===== src/rtl/hvn_pkg.sv =====
`timescale 1ns / 1ps
`default_nettype none
package hvn_pkg;

  // Map geometry.
  localparam int CHUNK  = 64;
  localparam int TW     = $clog2(CHUNK);
  localparam int VW     = 7;
  localparam int DEPTH  = 3 * CHUNK;
  localparam int ADDR_W = $clog2(DEPTH);

  // Field widths.
  localparam int HW        = 8;
  localparam int CFG_W     = 16;
  localparam int CFG_IDX_W = 2;
  localparam int PXW       = 22;
  localparam int PYW       = 16;
  localparam int NW        = 16;
  localparam int NYW       = 15;

  // Shared divider and square root unit sizes.
  localparam int DIV_NW   = 48;
  localparam int DIV_DW   = 34;
  localparam int DIV_CW   = $clog2(DIV_NW + 1);
  localparam int SQ_W     = 64;
  localparam int SQ_STEPS = SQ_W / 2;
  localparam int SQ_CW    = $clog2(SQ_STEPS + 1);
  localparam int SLOPE_W  = 32;
  localparam int LEN_W    = 33;
  localparam int DEN_W    = 25;

  // Neighbor taps read from the row store for one vertex.
  localparam logic [2:0] TAP_H = 3'd0;
  localparam logic [2:0] TAP_L = 3'd1;
  localparam logic [2:0] TAP_R = 3'd2;
  localparam logic [2:0] TAP_U = 3'd3;
  localparam logic [2:0] TAP_D = 3'd4;
  localparam int         NTAPS = 5;

  typedef enum logic [CFG_IDX_W-1:0] {
    REG_TILE_SIZE  = 2'd0,
    REG_MAX_HEIGHT = 2'd1
  } reg_idx_t;

  typedef enum logic [3:0] {
    OP_NOP, OP_WR, OP_RD, OP_PX, OP_PZ, OP_DEN, OP_PY, OP_SX,
    OP_SZ, OP_SQX, OP_SQZ, OP_SQRT, OP_NX, OP_NY, OP_NZ, OP_EMIT
  } op_t;

  typedef enum logic [2:0] {
    S_IDLE, S_RD, S_CALC, S_WAIT, S_EMIT
  } state_t;

  typedef struct packed {
    op_t           op;
    logic [VW-1:0] col;
    logic [VW-1:0] row;
    logic [2:0]    tap;
    logic [HW-1:0] wdata;
    logic          last;
  } cmd_t;

  typedef struct packed {
    logic busy;
    logic out_free;
  } status_t;

  localparam int NSTEPS = 12;

  // Arithmetic program run for every vertex.
  function automatic op_t step_op(input logic [3:0] s);
    op_t o;
    unique case (s)
      4'd0:    o = OP_PX;
      4'd1:    o = OP_PZ;
      4'd2:    o = OP_DEN;
      4'd3:    o = OP_PY;
      4'd4:    o = OP_SX;
      4'd5:    o = OP_SZ;
      4'd6:    o = OP_SQX;
      4'd7:    o = OP_SQZ;
      4'd8:    o = OP_SQRT;
      4'd9:    o = OP_NX;
      4'd10:   o = OP_NY;
      4'd11:   o = OP_NZ;
      default: o = OP_NOP;
    endcase
    return o;
  endfunction

  // Operations that run on the multi-cycle divider or square root.
  function automatic logic is_long(input op_t o);
    return (o == OP_SX) || (o == OP_SZ) || (o == OP_SQRT) ||
           (o == OP_NX) || (o == OP_NY) || (o == OP_NZ);
  endfunction

  // Remainder modulo 3 by summing base-4 digits.
  function automatic logic [1:0] mod3(input logic [7:0] v);
    logic [3:0] s;
    logic [2:0] t;
    s = 4'(v[7:6]) + 4'(v[5:4]) + 4'(v[3:2]) + 4'(v[1:0]);
    t = 3'(s[3:2]) + 3'(s[1:0]);
    if (t >= 3'd3) t = t - 3'd3;
    if (t >= 3'd3) t = t - 3'd3;
    return t[1:0];
  endfunction

endpackage
`default_nettype wire


===== src/rtl/hvn_ctrl.sv =====
`timescale 1ns / 1ps
`default_nettype none
module hvn_ctrl (
  input  logic                     clk,
  input  logic                     rst_n,
  input  logic                     in_valid,
  input  logic [hvn_pkg::HW-1:0]   in_height,
  input  logic                     in_frame_start,
  output logic                     in_ready,
  output hvn_pkg::cmd_t            cmd,
  input  hvn_pkg::status_t         status
);
  import hvn_pkg::*;

  state_t        state_r, state_nxt;
  logic [TW-1:0] cur_col_r, cur_col_nxt;
  logic [TW-1:0] cur_row_r, cur_row_nxt;
  logic [TW-1:0] t_col_r, t_col_nxt;
  logic [TW-1:0] t_row_r, t_row_nxt;
  logic [1:0]    ci_r, ci_nxt;
  logic [1:0]    ri_r, ri_nxt;
  logic [2:0]    k_r, k_nxt;
  logic [3:0]    step_r, step_nxt;
  logic [1:0]    nc_c, nr_c;
  logic [TW-1:0] tc_c, tr_c;
  op_t           op_c;

  // Number of vertex indices completed by a tile index along one axis.
  function automatic logic [1:0] run_len(input logic [TW-1:0] t);
    if (t == TW'(CHUNK - 1)) return 2'd3;
    if (t != '0) return 2'd1;
    return 2'd0;
  endfunction

  // First vertex index completed by a tile index.
  function automatic logic [VW-1:0] run_base(input logic [TW-1:0] t);
    if (t == TW'(CHUNK - 1)) return VW'(CHUNK - 2);
    return VW'(t) - VW'(1);
  endfunction

  always_ff @(posedge clk) begin
    if (!rst_n) begin
      state_r   <= S_IDLE;
      cur_col_r <= '0;
      cur_row_r <= '0;
    end else begin
      state_r   <= state_nxt;
      cur_col_r <= cur_col_nxt;
      cur_row_r <= cur_row_nxt;
    end
  end

  always_ff @(posedge clk) begin
    t_col_r <= t_col_nxt;
    t_row_r <= t_row_nxt;
    ci_r    <= ci_nxt;
    ri_r    <= ri_nxt;
    k_r     <= k_nxt;
    step_r  <= step_nxt;
  end

  assign nc_c = run_len(t_col_r);
  assign nr_c = run_len(t_row_r);
  assign tc_c = in_frame_start ? '0 : cur_col_r;
  assign tr_c = in_frame_start ? '0 : cur_row_r;
  assign op_c = step_op(step_r);

  // Sequencer: sample write, neighbor reads, arithmetic program, emit.
  always_comb begin
    state_nxt   = state_r;
    cur_col_nxt = cur_col_r;
    cur_row_nxt = cur_row_r;
    t_col_nxt   = t_col_r;
    t_row_nxt   = t_row_r;
    ci_nxt      = ci_r;
    ri_nxt      = ri_r;
    k_nxt       = k_r;
    step_nxt    = step_r;
    in_ready    = 1'b0;
    cmd.op      = OP_NOP;
    cmd.col     = run_base(t_col_r) + VW'(ci_r);
    cmd.row     = run_base(t_row_r) + VW'(ri_r);
    cmd.tap     = k_r;
    cmd.wdata   = in_height;
    cmd.last    = (ci_r == nc_c - 2'd1) && (ri_r == nr_c - 2'd1);
    unique case (state_r)
      S_IDLE: begin
        in_ready = 1'b1;
        cmd.col  = VW'(tc_c);
        cmd.row  = VW'(tr_c);
        cmd.tap  = TAP_H;
        if (in_valid) begin
          cmd.op    = OP_WR;
          t_col_nxt = tc_c;
          t_row_nxt = tr_c;
          ci_nxt    = '0;
          ri_nxt    = '0;
          k_nxt     = '0;
          if (tc_c == TW'(CHUNK - 1)) begin
            cur_col_nxt = '0;
            cur_row_nxt = (tr_c == TW'(CHUNK - 1)) ? '0 : tr_c + TW'(1);
          end else begin
            cur_col_nxt = tc_c + TW'(1);
            cur_row_nxt = tr_c;
          end
          if (run_len(tc_c) != 2'd0 && run_len(tr_c) != 2'd0) begin
            state_nxt = S_RD;
          end
        end
      end
      S_RD: begin
        if (k_r < 3'(NTAPS)) begin
          cmd.op = OP_RD;
          k_nxt  = k_r + 3'd1;
        end else begin
          step_nxt  = '0;
          state_nxt = S_CALC;
        end
      end
      S_CALC: begin
        cmd.op = op_c;
        if (is_long(op_c)) begin
          state_nxt = S_WAIT;
        end else begin
          step_nxt = step_r + 4'd1;
        end
      end
      S_WAIT: begin
        if (!status.busy) begin
          if (step_r == 4'(NSTEPS - 1)) begin
            state_nxt = S_EMIT;
          end else begin
            step_nxt  = step_r + 4'd1;
            state_nxt = S_CALC;
          end
        end
      end
      S_EMIT: begin
        if (status.out_free) begin
          cmd.op = OP_EMIT;
          k_nxt  = '0;
          if (cmd.last) begin
            state_nxt = S_IDLE;
          end else begin
            state_nxt = S_RD;
            if (ci_r == nc_c - 2'd1) begin
              ci_nxt = '0;
              ri_nxt = ri_r + 2'd1;
            end else begin
              ci_nxt = ci_r + 2'd1;
            end
          end
        end
      end
      default: state_nxt = S_IDLE;
    endcase
  end

  // The long units only finish while the sequencer waits on them.
  a_fall_in_wait: assert property (@(posedge clk) disable iff (!rst_n)
    $fell(status.busy) |-> state_r == S_WAIT)
    else $error("arithmetic unit finished outside the wait state");

  // The vertex indices stay inside the current run.
  a_run_bounds: assert property (@(posedge clk) disable iff (!rst_n)
    (state_r != S_IDLE) |-> (ci_r < nc_c) && (ri_r < nr_c))
    else $error("vertex index outside its run");

endmodule
`default_nettype wire


===== config.mk =====
export PLATFORM = sky130hd
export DESIGN_NAME = hvn_ctrl
export DESIGN_NICKNAME = d
export VERILOG_FILES = /design/src/rtl/hvn_pkg.sv /design/src/rtl/hvn_ctrl.sv
export SDC_FILE = /design/constraint.sdc
export NUM_CORES = 1
export LEC_CHECK = 0
export BUFFER_PORTS_ARGS = -buffer_cell sky130_fd_sc_hd__buf_2
export CORE_MARGIN = 2
export CORE_UTILIZATION = 55
export DETAILED_ROUTE_END_ITERATION = 8
export PLACE_DENSITY = 0.76
export SYNTH_ARGS = -nofsm -noshare
export SYNTH_HDL_FRONTEND = slang
export SYNTH_SLANG_ARGS = --single-unit

===== constraint.sdc =====
create_clock -name clk -period 2.45 [get_ports clk]
set_clock_uncertainty 0.15 [all_clocks]
set_input_delay 0 -clock clk [delete_from_list [all_inputs] [get_ports clk]]
set_output_delay 0 -clock clk [all_outputs]
set_load 0.01 [all_outputs]

==> summary.md <==
| Metric | Value |
|---|---|
| Final period util | `95.9%` |
| HPWL after detailed placement | `5.01 mm` |
| Largest fanout on the critical path | `4` |
| Reg-to-reg slack, setup | `0.14 ns` |
| Avg Inst Size Synth | `8.43 sq um` |
| DIE WIDTH | `78.9 um` |
| Iteration-0 DRC count of the detailed router | `234` |
| Crit Path Category | `reg2out` |
| Wire per inst | `14.5 um` |
| Core ar. | `5470 sq um` |
| Share of total power in the clock network | `27.2%` |
| Io pins | `45` |
| Layout cells sized above 1 | `19.5%` |
| CP Launch Type | `register` |
| Fin nets | `444` |
| Max Cap Viol | `0` |
| Final Wtd Congestion | `0.805` |
| Sequential power share | `48.1%` |
| First-pass GRT wire length | `11.2 mm` |
| Antenna cells | `0` |
| Skew-Pair Late Insertion Delay | `0.29 ns` |
| Hold crit path type | `in2reg` |
| Post-Syn Area | `3090 sq um` |
| Total CTS buffers | `5` |
| Main synth FF type | `edfxtp_1` |
| Largest net degree at the start of global routing | `27` |
| RR Startpoint | `t_col_r[0]` |
| Met2 Routed Length | `3.43 mm` |
| Placed cell count | `459` |
| PD cells | `469 nW/um^2` |
| Post-synthesis sequential area ratio | `34.7%` |
| Fin. max-slew vios | `0` |
| CTS Buffer Depth | `2` |
| Vias in the first global route | `2457` |
| Min Clock Period, post-route | `2.35 ns` |
| Post-Syn Nets | `400` |
| Final WL | `7.01 mm` |
| Post-synth EDFFs | `23` |
| Slew HR | `60.9%` |
| Uppermost routed layer | `met4` |
| DRT Pass-1 Iters | `5` |
| Initial antenna violation count | `0` |
| Psw | `0.522 mW` |
| Setup crit end kind | `output port` |
| Post-Syn Instances | `366` |
| Worst path required time | `2.30 ns` |
| CTS tree | `built` |
| Via-per-instance ratio | `5.69` |
| Via Count | `2748` |
| Met1 wire length | `3.16 mm` |
| Max IR drop VDD | `0.000340 V` |
| Hold path depth | `3` |
| Worst reg-to-reg path cell count | `6` |
| Die Height | `78.9 um` |
| Hold Startpoint | `in_frame_start` |
| P_int | `1.19 mW` |
| Ys Warns | `0` |
| # clock sinks | `42` |
| Area delta synth->final | `18.0%` |
| Final hold vios | `0` |
| Total gr overflow | `0` |
| Met3 WL | `334 um` |
| Clock-pin slew on the worst setup and hold paths | `0.08 ns` |
| Status | `finished, final reports clean` |
| Final setup viols | `0` |
| Worst path arrival time | `2.20 ns` |
| Number of distinct library cells after synthesis | `51` |
| Tot GR Track Use | `22.5%` |
| Root Buffer | `clkbuf_8` |
| Power share of the combinational group | `24.7%` |
| Residual DRC | `0` |
| Seq cells post-synth | `42` |
| Starting Density | `56.4%` |
| FF-to-FF End | `ri_r[1]` |
| Worst slew pin tran | `0.581 ns` |
| Fillers | `459` |
| Fmax | `426 MHz` |
| Leakage power | `1.54 nW` |
| Antenna-violating nets left | `0` |
| Sequential cell area | `1070 sq um` |
| Non-Filler Instances | `483` |
| Final setup TNS | `0 ns` |
| # rows | `27` |
| Asr flop ratio synth | `0%` |
| Sw Ratio | `30.6%` |
| RSZ-0062 raised after global routing | `true` |
| IO buf count | `28` |
| Htree depth | `2` |
| Hold Worst Slack | `0.0239 ns` |
| Multi-input gate area | `1920 sq um` |
| Die area | `6230 sq um` |
| Worst hold path endpoint | `t_col_r[1]` |
[per-layer routing]
metal,up-vias,global-route usage (%)
met1,1304,30.3
met3,7,3.86
li1,1358,-
met2,79,38.3
met5,-,0
met4,0,4.83
[layout make-up]
class                           instances  share of cell area, %
Tap cell                               72                   2.47
Clock buffer                            7                   2.37
Sequential cell                        42                   29.4
Inverter                               20                   2.06
Clock inverter                          1                  0.137
Multi-Input combinational cell        282                   52.6
Timing Repair Buffer                   59                   10.9
[cell families (layout without fill, tap and decap cells)]
| family | Yosys count | in the layout | synth area share [%] |
|---|---|---|---|
| AOI/OAI and AO/OA | 77 | 77 | 16.0 |
| xor gates and xnor gates | 27 | 27 | 7.66 |
| adders and majority gates | 21 | 21 | 8.92 |
| buffers and inverters | 42 | 87 | 6.53 |
| DFF | 42 | 42 | 34.7 |
| muxes | 4 | 4 | 1.30 |
| and+or+nand+nor | 153 | 153 | 24.9 |
[worst max path at each step]
| stage | startpoint | end | slack [ns] | depth (start not counted) |
|---|---|---|---|---|
| floorplan | t_col_r[0] | ci_r[0] | 0.27 | 6 |
| global route | t_col_r[1] | cmd[22] | -0.03 | 9 |
| finish | t_col_r[1] | cmd[22] | 0.10 | 9 |
| CTS | t_col_r[0] | cmd[25] | 0.04 | 7 |
| global placement | t_col_r[0] | ri_r[1] | 0.20 | 6 |
| detailed placement | t_col_r[0] | ri_r[1] | 0.13 | 6 |
[power groups by stage]
stage	Sequential, mW	Clock (mW)	Combinational (mW)
6_report	0.821	0.465	0.422
3_3_place_gp	0.832	0	0.345
2_1_floorplan	0.822	0	0.271
5_1_grt	0.826	0.494	0.468
4_1_cts	0.818	0.469	0.374
3_5_place_dp	0.835	0	0.352
[repair_timing]
action                                  in CTS  in global routing
hold buffers                                10                  0
hold endpoints to repair                    22                  0
pin swaps                                    1                  6
gates resized for setup                      2                 18
endpoints found under the setup margin       2                 10
buffers inserted                             0                  6
[synth_stat cells, types with 2 or more instances]
master	instances	area, sq um
nor2_1	38	143
nand2_1	36	135
o21ai_0	24	120
edfxtp_1	23	691
dfxtp_1	19	380
inv_1	19	71.3
a21oi_1	18	90.1
ha_1	18	225
nor2b_1	16	100
xor2_1	15	131
and2_1	13	81.3
xnor2_1	12	105
nand3_1	9	45.0
nor3_1	9	45.0
buf_4	8	60.1
clkbuf_1	8	30.0
and3_1	7	43.8
nor4_1	6	37.5
a22oi_1	5	37.5
a31oi_1	5	31.3
buf_2	5	25.0
mux2i_1	4	40.0
nand2b_1	4	25.0
nand4_1	4	25.0
a21boi_0	3	22.5
a21boi_1	3	22.5
nor3b_1	3	22.5
o21a_1	3	22.5
a311oi_1	2	17.5
a32oi_1	2	17.5
fa_1	2	40.0
o211a_1	2	20.0
o21ai_2	2	17.5
or3_1	2	12.5
[cells in the final DEF, fill, tap and decap left out, drive strengths merged, types with 9 or more instances in the layout]
cell type    instances
buf                 49
nor2                38
nand2               36
o21ai               26
edfxtp              23
inv                 20
dfxtp               19
ha                  18
a21oi               18
nor2b               16
xor2                15
and2                13
xnor2               12
dlygate4sd3         10
nand3                9
nor3                 9
[sequential cells by signal, indices dropped and copies added, names as in the netlist, 3 cells and up]
register   cells
t_row_r        6
state_r        3
op_c           4
cur_col_r      6
cur_row_r      6
t_col_r        6
k_r            3
step_r         4
[worst max-delay path, cell delays in order (launching register included)]
cell	delay, ns
edfxtp_1	0.42
inv_1	0.09
ha_1	0.33
inv_1	0.05
ha_1	0.28
a21oi_2	0.19
nor2_1	0.07
xor2_1	0.20
a21oi_1	0.15
buf_2	0.14
[stage by stage]
stage | power, mW | instance area (sq um) | setup slack [ns] | utilization [%]
after detailed placement | 1.19 | 3300 | 0.127 | 60.3
after global placement | 1.18 | 3300 | 0.199 | 60.3
after CTS | 1.66 | 3500 | 0.0380 | 64.0
final | 1.71 | 3640 | 0.101 | 66.5
after floorplan | 1.09 | 3090 | 0.267 | -
after global routing | 1.79 | 3640 | -0.0279 | 66.5
Note: power is estimated with default switching activity, not from simulation.
